===== config.mk =====
export PLATFORM = sky130hd
export DESIGN_NAME = sorted_priority_queue
export DESIGN_NICKNAME = d
export VERILOG_FILES = /design/src/hw/rtl/spq_pkg.sv /design/src/hw/rtl/spq_cell.sv /design/src/hw/rtl/sorted_priority_queue.sv
export SDC_FILE = /design/constraint.sdc
export NUM_CORES = 2
export LEC_CHECK = 0
export BUFFER_PORTS_ARGS = -buffer_cell sky130_fd_sc_hd__buf_2
export CAP_MARGIN = 20
export CORE_AREA = 2 2 347 417
export DETAILED_ROUTE_END_ITERATION = 10
export DIE_AREA = 0 0 349 419
export HOLD_SLACK_MARGIN = 0.05
export PLACE_DENSITY_LB_ADDON = 0.05
export SETUP_SLACK_MARGIN = 0.02
export SLEW_MARGIN = 20
export SYNTH_ARGS = -nofsm -noshare
export SYNTH_HDL_FRONTEND = slang
export SYNTH_SLANG_ARGS = --single-unit

===== constraint.sdc =====
create_clock -name clk -period 6.9 [get_ports clk]
set_input_delay 0.345 -clock clk [delete_from_list [all_inputs] [get_ports clk]]
set_output_delay 0.345 -clock clk [all_outputs]
set_load 0.01 [all_outputs]

===== src/hw/rtl/spq_pkg.sv =====
// Package with the constants, codes and request types of the sorted priority queue.
package spq_pkg;

    localparam int CAPACITY    = 32;
    localparam int VALUE_WIDTH = 32;
    localparam int PRIO_WIDTH  = 16;
    localparam int COUNT_WIDTH = 6;

    localparam logic       OP_INSERT  = 1'b0;
    localparam logic       OP_PULL    = 1'b1;

    localparam logic [1:0] ERR_OK     = 2'd0;
    localparam logic [1:0] ERR_FULL   = 2'd1;
    localparam logic [1:0] ERR_EMPTY  = 2'd2;

    typedef struct packed {
        logic               operation;
        logic [31:0]        item_value;
        logic signed [15:0] item_priority;
    } cmd_t;

    typedef struct packed {
        logic [31:0]        head_value;
        logic signed [15:0] head_priority;
        logic [5:0]         entry_count;
        logic               is_empty;
        logic               is_full;
        logic [1:0]         error_code;
    } res_t;

    typedef struct packed {
        logic                         valid;
        logic [VALUE_WIDTH-1:0]       value;
        logic signed [PRIO_WIDTH-1:0] prio;
    } entry_t;

    typedef struct packed {
        logic                         insert_en;
        logic                         pull_en;
        logic [VALUE_WIDTH-1:0]       new_value;
        logic signed [PRIO_WIDTH-1:0] new_prio;
    } spq_ctrl_t;

endpackage


===== src/hw/rtl/spq_cell.sv =====
// One slot of the sorted chain: holds an entry and trades it with its neighbors.
module spq_cell (
    input  logic               clk,
    input  logic               rst_n,
    input  spq_pkg::spq_ctrl_t ctrl,
    input  spq_pkg::entry_t    prev_entry,
    input  logic               prev_keep,
    input  spq_pkg::entry_t    next_entry,
    output spq_pkg::entry_t    entry,
    output logic               keep
);
    import spq_pkg::*;

    logic   valid_reg;
    logic   valid_next;
    logic [VALUE_WIDTH-1:0]       value_reg;
    logic [VALUE_WIDTH-1:0]       value_next;
    logic signed [PRIO_WIDTH-1:0] prio_reg;
    logic signed [PRIO_WIDTH-1:0] prio_next;

    // An entry stays in place when its priority is not below the new one.
    assign keep = valid_reg && (prio_reg >= ctrl.new_prio);

    always_comb
    begin
        valid_next = valid_reg;
        value_next = value_reg;
        prio_next  = prio_reg;
        if (ctrl.insert_en)
        begin
            if (!keep)
            begin
                if (prev_keep)
                begin
                    valid_next = 1'b1;
                    value_next = ctrl.new_value;
                    prio_next  = ctrl.new_prio;
                end
                else
                begin
                    valid_next = prev_entry.valid;
                    value_next = prev_entry.value;
                    prio_next  = prev_entry.prio;
                end
            end
        end
        else if (ctrl.pull_en)
        begin
            valid_next = next_entry.valid;
            value_next = next_entry.value;
            prio_next  = next_entry.prio;
        end
    end

    always_ff @(posedge clk or negedge rst_n)
    begin
        if (!rst_n)
        begin
            valid_reg <= 1'b0;
        end
        else
        begin
            valid_reg <= valid_next;
        end
    end

    always_ff @(posedge clk)
    begin
        value_reg <= value_next;
        prio_reg  <= prio_next;
    end

    assign entry.valid = valid_reg;
    assign entry.value = value_reg;
    assign entry.prio  = prio_reg;

endmodule


===== src/hw/rtl/sorted_priority_queue.sv =====
// Top level of the sorted priority queue: command decode, cell chain and result register.
//
// Usage:
// The cmd channel carries one request per accepted cycle: an insert of a value
// with a signed priority, or a pull of the highest-priority entry. The res
// channel returns one result per request: the head entry, the entry count,
// the empty and full flags and an error code for that request.
// A request is accepted when cmd_valid is high and cmd_stall is low; a result
// is taken when res_valid is high and res_stall is low.
// Every request is registered in the cell chain, so the result appears in the cycle
// after acceptance, and a new request can be accepted in every cycle that is not stalled.
// The rate is set by the row of cells, which all compare against the new
// priority and shift in the same cycle.
// While the receiver stalls a waiting result, cmd_stall is raised and the
// queue holds its contents; the result stays unchanged on res.
// Reset empties the queue and drops any pending result.
module sorted_priority_queue (
    input  logic          clk,
    input  logic          rst_n,
    input  logic          cmd_valid,
    output logic          cmd_stall,
    input  spq_pkg::cmd_t cmd,
    output logic          res_valid,
    input  logic          res_stall,
    output spq_pkg::res_t res
);
    import spq_pkg::*;

    entry_t    cells [CAPACITY];
    logic      keeps [CAPACITY];
    spq_ctrl_t ctrl;

    logic                   accept;
    logic                   full;
    logic                   empty;
    logic [COUNT_WIDTH-1:0] count_reg;
    logic [COUNT_WIDTH-1:0] count_next;
    logic                   res_valid_reg;
    logic                   res_valid_next;
    logic [1:0]             err_reg;
    logic [1:0]             err_next;

    assign cmd_stall = res_valid_reg && res_stall;
    assign accept    = cmd_valid && !cmd_stall;
    assign full      = (count_reg == COUNT_WIDTH'(CAPACITY));
    assign empty     = (count_reg == '0);

    always_comb
    begin
        ctrl.insert_en = 1'b0;
        ctrl.pull_en   = 1'b0;
        ctrl.new_value = cmd.item_value[VALUE_WIDTH-1:0];
        ctrl.new_prio  = cmd.item_priority;
        count_next     = count_reg;
        err_next       = err_reg;
        res_valid_next = res_valid_reg && res_stall;
        if (accept)
        begin
            res_valid_next = 1'b1;
            err_next       = ERR_OK;
            if (cmd.operation == OP_INSERT)
            begin
                if (full)
                begin
                    err_next = ERR_FULL;
                end
                else
                begin
                    ctrl.insert_en = 1'b1;
                    count_next     = count_reg + 1'b1;
                end
            end
            else
            begin
                if (empty)
                begin
                    err_next = ERR_EMPTY;
                end
                else
                begin
                    ctrl.pull_en = 1'b1;
                    count_next   = count_reg - 1'b1;
                end
            end
        end
    end

    for (genvar i = 0; i < CAPACITY; i++)
    begin : g_cell
        entry_t prev_e;
        entry_t next_e;
        logic   prev_k;

        if (i == 0)
        begin : g_first
            assign prev_e = '0;
            assign prev_k = 1'b1;
        end
        else
        begin : g_mid
            assign prev_e = cells[i-1];
            assign prev_k = keeps[i-1];
        end

        if (i == CAPACITY - 1)
        begin : g_last
            assign next_e = '0;
        end
        else
        begin : g_inner
            assign next_e = cells[i+1];
        end

        spq_cell u_cell (
            .clk        (clk),
            .rst_n      (rst_n),
            .ctrl       (ctrl),
            .prev_entry (prev_e),
            .prev_keep  (prev_k),
            .next_entry (next_e),
            .entry      (cells[i]),
            .keep       (keeps[i])
        );
    end

    always_ff @(posedge clk or negedge rst_n)
    begin
        if (!rst_n)
        begin
            count_reg     <= '0;
            res_valid_reg <= 1'b0;
            err_reg       <= ERR_OK;
        end
        else
        begin
            count_reg     <= count_next;
            res_valid_reg <= res_valid_next;
            err_reg       <= err_next;
        end
    end

    // The chain and count only change on an accepted request, so the result
    // read from them holds steady while the receiver stalls.
    assign res_valid         = res_valid_reg;
    assign res.head_value    = cells[0].valid ? 32'(cells[0].value) : 32'd0;
    assign res.head_priority = cells[0].valid ? cells[0].prio : 16'sd0;
    assign res.entry_count   = 6'(count_reg);
    assign res.is_empty      = empty;
    assign res.is_full       = full;
    assign res.error_code    = err_reg;

endmodule

==> After elaboration in Yosys (flattened, before gate mapping) <==
Cells that the tools add are included.
{ "word_totals": {"ff_bits": 1577, "word_cells": 633, "n_memories": 0, "input_bits": 53, "ramBits": 0, "latch_bits": 0, "output_inout_bits": 60, "romBits": 0} }
{ "op_classes": {"multipliers": 0, "n_lt_le_gt_ge": 32, "n_div": 0, "addsub": 2, "mux": 395, "n_reduce_logical": 70, "bitwise_logic": 0, "shift": 0, "n_eq_ne": 35} }
{ "op_table": {"columns": ["cell", "n"], "rows": [
  ["2-to-1 mux 32 bit", 128],
  ["2-to-1 mux 16 bit", 128],
  [">= comparator 16 bit", 32],
  ["2-to-1 mux 1 bit", 133],
  ["!= test 2 bit (second input constant)", 34],
  ["AND reduction 2 bit", 32],
  ["logical AND 1 bit", 34],
  ["2-to-1 mux 6 bit", 3],
  ["adder 6 x 1 -> 6 bit (second input constant)", 1],
  ["equality test 6 bit (second input constant)", 1],
  ["zero test 6 bit", 1],
  ["2-to-1 mux 2 bit", 3],
  ["subtractor 6 x 1 -> 6 bit (second input constant)", 1],
  ["AND reduction 3 bit", 1],
  ["nonzero test 2 bit", 1],
  ["zero test 1 bit", 1]
]} }

==> Logic depth before layout (Yosys ltp) <==
{ "logic_depth": {"word_depth": 6, "depth_mapped": 12, "depth_no_buf": 9} }

==> By module <==
Synthesis repeated with hierarchy kept, for this count alone.
{ "unflattened": {"hier_cells": 8871, "hier_area_um2": 93573.5} }
{ "by_module_without_submodules": {"columns": ["mod", "area_each_um2", "instances", "cells_per_inst", "seq_area_each_um2"], "rows": [
  ["spq_cell at g_cell[22].u_cell ...", 2891.5, 18, 273, 1466.4],
  ["spq_cell at g_cell[0].u_cell ...", 2899.0, 14, 274, 1466.4],
  ["sorted_priority_queue", 939.7, 1, 121, 225.2]
]} }

==> Worst setup path after synthesis <==
No wires, ideal clock.
{ "synth_timing": {"path_type": "input-to-reg", "startpoint": "input cmd[1] in the netlist's numbering", "endpoint": "register g_cell[0].u_cell.prio_reg[0], enable pin", "setup_slack_ps": -23, "setup_ps": 520, "n_path_buf": 3, "required_ps": 6380, "arrival_time_ps": 6403, "path_stages": 11, "cell_sequence": "clkbuf_1 -> inv_1 -> ha_1 -> nor2b_1 -> o211ai_1 -> a2111oi_0 -> a2111oi_0 -> mux2_2 -> buf_4 -> buf_6 -> o21ai_0"} }
{ "synth_between": {"elab_chain_cells": 4} }
{ "synth_lines": {"columns": ["item", "line", "rtl"], "rows": [
  ["from (decl)", "sorted_priority_queue.sv:22", "input spq_pkg::cmd_t cmd,"],
  [">= comparator 16 bit", "spq_cell.sv:22", "assign keep = valid_reg && (prio_reg >= ctrl.new_prio);"],
  ["logical AND 1 bit", "spq_cell.sv:22", null],
  ["!= test 2 bit (no line)", null, null],
  ["AND reduction 2 bit (no line)", null, null],
  ["to (signal assigned)", "spq_cell.sv:70", "prio_reg <= prio_next;"],
  ["to (decl)", "spq_cell.sv:18", "logic signed [PRIO_WIDTH-1:0] prio_reg;"]
]} }
No other way between the ends.
A chain may end at the register's enable or synchronous reset.

==> Worst setup path after layout <==
{ "layout_timing": {"startpoint": "input cmd[1] in the netlist's numbering", "endpoint": "register g_cell[25].u_cell.value_reg[11], enable pin"} }
{ "layout_between": {"elab_chain_cells": 4} }
{ "layout_lines": {"columns": ["item", "line", "rtl"], "rows": [
  [">= comparator 16 bit", "spq_cell.sv:22", null],
  ["logical AND 1 bit", "spq_cell.sv:22", null],
  ["!= test 2 bit (no line)", null, null],
  ["AND reduction 2 bit (no line)", null, null],
  ["to (signal assigned)", "spq_cell.sv:69", "value_reg <= value_next;"],
  ["to (decl)", "spq_cell.sv:16", "logic [VALUE_WIDTH-1:0] value_reg;"]
]} }
No other way between the ends.

==> impl_metrics.csv <==
group,metric,value,unit
synthesis,synthTopCellsByArea,"edfxtp_1 51%, ha_1 7.1%, mux2i_1 7.1%",
clocking,clk_latency,0.83,ns
timing,setup_violations,0,
timing,slew_headroom,19.3,%
route,wl,315000,µm
synthesis,synth-xor-area-share,0.0484,%
route,met1_length,111000,µm
route,vias,74200,
clocking,cts_resized,0,
clocking,cts_tree,"yes",
timing,tightest_slew,1.21,ns
route,wl_per_cell,30.1,µm
die,die_y,419,µm
synthesis,synth_enable_flop_cells,1536,
grt,antenna_found_initial,20,
run_status,status,"complete, no violations",
clocking,cts_htree_levels,4,
grt,grt_max_degree,226,
critical_path,critPathRequiredTime,7.40,ns
worst_hold_path,hold_path_class,"in -> async",
synthesis,avgSynthCellArea,10.3,µm²
critical_path,r2r_slack,2.76,ns
finish,nNetsFinal,9052,
pwr,powerDensity,345,nW/µm²
die,start_util,63.5,%
synthesis,syn_inst,8780,
timing,grt_setup_unrepaired,"false",
grt,gr-usage-all-layers,42.4,%
pwr,p_leak,37.5,nW
die,dieWidth,349,µm
synthesis,synthAdderAreaFrac,7.16,%
timing,layout_worst_path_cycle_share,64.7,%
synthesis,synth_compound_gate_area_share,15.6,%
timing,skew,0.0236,ns
place,dp_hpwl,206000,µm
clocking,postCtsSetupRepairBufs,0,
timing,report.final.slew_viol_count,0,
grt,grt_pass1_vias,71900,
route,route.detailed.drc,0,
synthesis,syn_area,90500,µm²
synthesis,seq_area_frac_synth,52.1,%
critical_path,cp_max_fo,29,
route,drt_pass1_iterations,6,
die,ioPinCount,113,
timing,min_period,4.46,ns
critical_path,cp.arrival,4.96,ns
place,finalWeightedCongestion,1.01,
route,top_layer,"met5",
timing,fmax,224,MHz
grt,overflow,0,
synthesis,synthArstFlopShare,2.60,%
synthesis,synthSimpleGateAreaFrac,13.6,%
synthesis,yosys_register_bits,1577,
synthesis,yosysWarnings,0,
synthesis,synth_top_family_by_area,"compound AO/OA/AOI/OAI gates",
synthesis,synth-main-ff-cell,"edfxtp_1",
finish,drive_gt1_share,7.60,%
finish,largest_reg_flops,1024,
grt,grt_pass1_wl,461000,µm
clocking,max-clock-path-buffers,3,
flow_run,drv_cap,0,
synthesis,synth_top_cell_area_share,51.0,%
timing,whs,0.145,ns
clocking,cts_sinks,1577,
synthesis,yosys.area.top_type,"edfxtp_1",
critical_path,start_kind,"input pin",
route,wl_met2,143000,µm
synthesis,synth_mux_area_share,7.23,%
route,route.met3.wl,31100,µm
synthesis,synth_cell_types,56,
die,core,142000,µm²
finish,syn_to_final_growth,7.58,%
critical_path,critPathCaptureType,"flop",
clocking,ctsRootBufferMaster,"clkbuf_16",
finish,fill_cells,11000,
route,viasPerCell,7.08,
critical_path,critical_path_class,"in -> reg",
die,die_area,146000,µm²
timing,setup_tns,0,ns
place,io_buffers,112,
route,drtAntennaViolNets,0,
die,rows,152,
clocking,clk_pin_slew,0.07,ns
clocking,cts-buffers-inserted,163,
pwr,peakVddDrop,0.309,mV
synthesis,synth_nets,9350,
route,drtIter0Drc,9842,
timing,hold_viol,0,
synth_stat cells, drive strengths merged, types with 36 or more instances:
cell / count
o21a: 38
o211ai: 590
a21o: 112
clkbuf: 436
a21oi: 1161
inv: 89
nor2: 815
nand3: 617
and2: 50
o21ai: 168
nor2b: 36
edfxtp: 1536
buf: 328
ha: 516
o221a: 49
nand4: 120
nand2: 1175
dfrtp: 41
mux2i: 639
o22ai: 52
cell type report:
class / count / area [µm²] / share of cell area, %
Sequential cell: 1577 / 47200 / 48.5
Multi-Input combinational cell: 6350 / 40100 / 41.2
Clock buffer: 220 / 4420 / 4.54
Tap cell: 1848 / 2310 / 2.38
Timing Repair Buffer: 301 / 2230 / 2.29
Clock inverter: 80 / 791 / 0.813
Inverter: 89 / 334 / 0.343
Antenna cell: 4 / 10.0 / 0.0103
stage by stage:
step           setup WS [ns]  instance area (µm²)  instances  util, %  power [W]
3_5_place_dp            1.72                92000      10200     64.6     0.0245
3_3_place_gp            1.82                92000      10200     64.6     0.0242
5_1_grt                 2.32                97300      10500     68.3     0.0347
4_1_cts                 2.59                97300      10500     68.3     0.0333
6_report                2.44                97300      10500     68.3     0.0336
2_1_floorplan          0.135                90500       8780        -     0.0209
final timing paths:
kind                       cells past startpoint                           from                         endpoint
setup / recovery                              12                         cmd[1]  g_cell[25].u_cell.value_reg[11]
hold / removal                                 3                          rst_n                       err_reg[0]
setup reg to reg                               9  g_cell[25].u_cell.prio_reg[7]  g_cell[25].u_cell.value_reg[11]
hold reg to reg                                1                     err_reg[0]                       err_reg[0]
max in group asynchronous                      3                          rst_n       g_cell[6].u_cell.valid_reg
min in group clk                               3                        cmd[18]   g_cell[29].u_cell.value_reg[2]
power breakdown:
group	total (W)	internal [W]	switching, W
registers	0.0143	0.0129	0.00141
logic	0.0103	0.00331	0.00701
clock network	0.00896	0.00502	0.00394
cell usage in the layout, fill, tap and decap left out, types with 12 or more instances in the layout:
master	count
ha_1	516
o21ai_1	83
or4_1	13
clkinv_1	35
a2111oi_0	19
buf_2	112
o22ai_1	52
nand3_1	614
nand4_1	120
clkbuf_16	167
buf_4	162
o21a_1	33
nor4_1	15
nor3_1	14
o21ai_0	64
a221o_1	22
o221a_2	49
a21oi_1	1161
bufinv_16	14
and2_1	49
mux2_4	13
a211oi_1	17
a22o_1	14
dfrtp_1	40
nand2_1	1162
o21ai_4	21
mux2i_1	639
nor2_1	813
inv_1	73
o211ai_1	589
inv_2	12
clkinv_2	20
clkbuf_1	49
edfxtp_1	1536
buf_12	18
nor2b_1	36
a21o_1	111
o221ai_1	14
layer usage:
| metal | up-vias | global-route usage, % |
|---|---|---|
| li1 | 32200 | - |
| met1 | 35900 | 52.3 |
| met2 | 4707 | 65.9 |
| met3 | 1266 | 7.33 |
| met4 | 30 | 34.4 |
| met5 | - | 0 |
timing repair:
item | CTS | global route
setup endpoints to repair | 0 | 0
hold endpoints to repair | 44 | 0
hold buffers | 7 | 0
kinds of logic (layout without fill, tap and decap cells):
family,Yosys count,in the layout
xor+xnor,5,5
mux,652,652
simple gates,2880,2880
other cells,0,4
flops,1577,1577
fa+ha+maj,517,517
buf+inv,853,690
compound gates,2296,2296
critical path, stage by stage:
cell      delay, ns
buf_2          0.53
inv_2          0.57
buf_4          0.38
ha_1           0.31
nor2b_1        0.13
o21ai_0        0.14
a21boi_0       0.13
or3b_2         0.53
o211ai_4       0.54
nand2_1        0.16
nand2_2        0.73
buf_4          0.39
No activity file was read; power rests on OpenSTA's default activity.
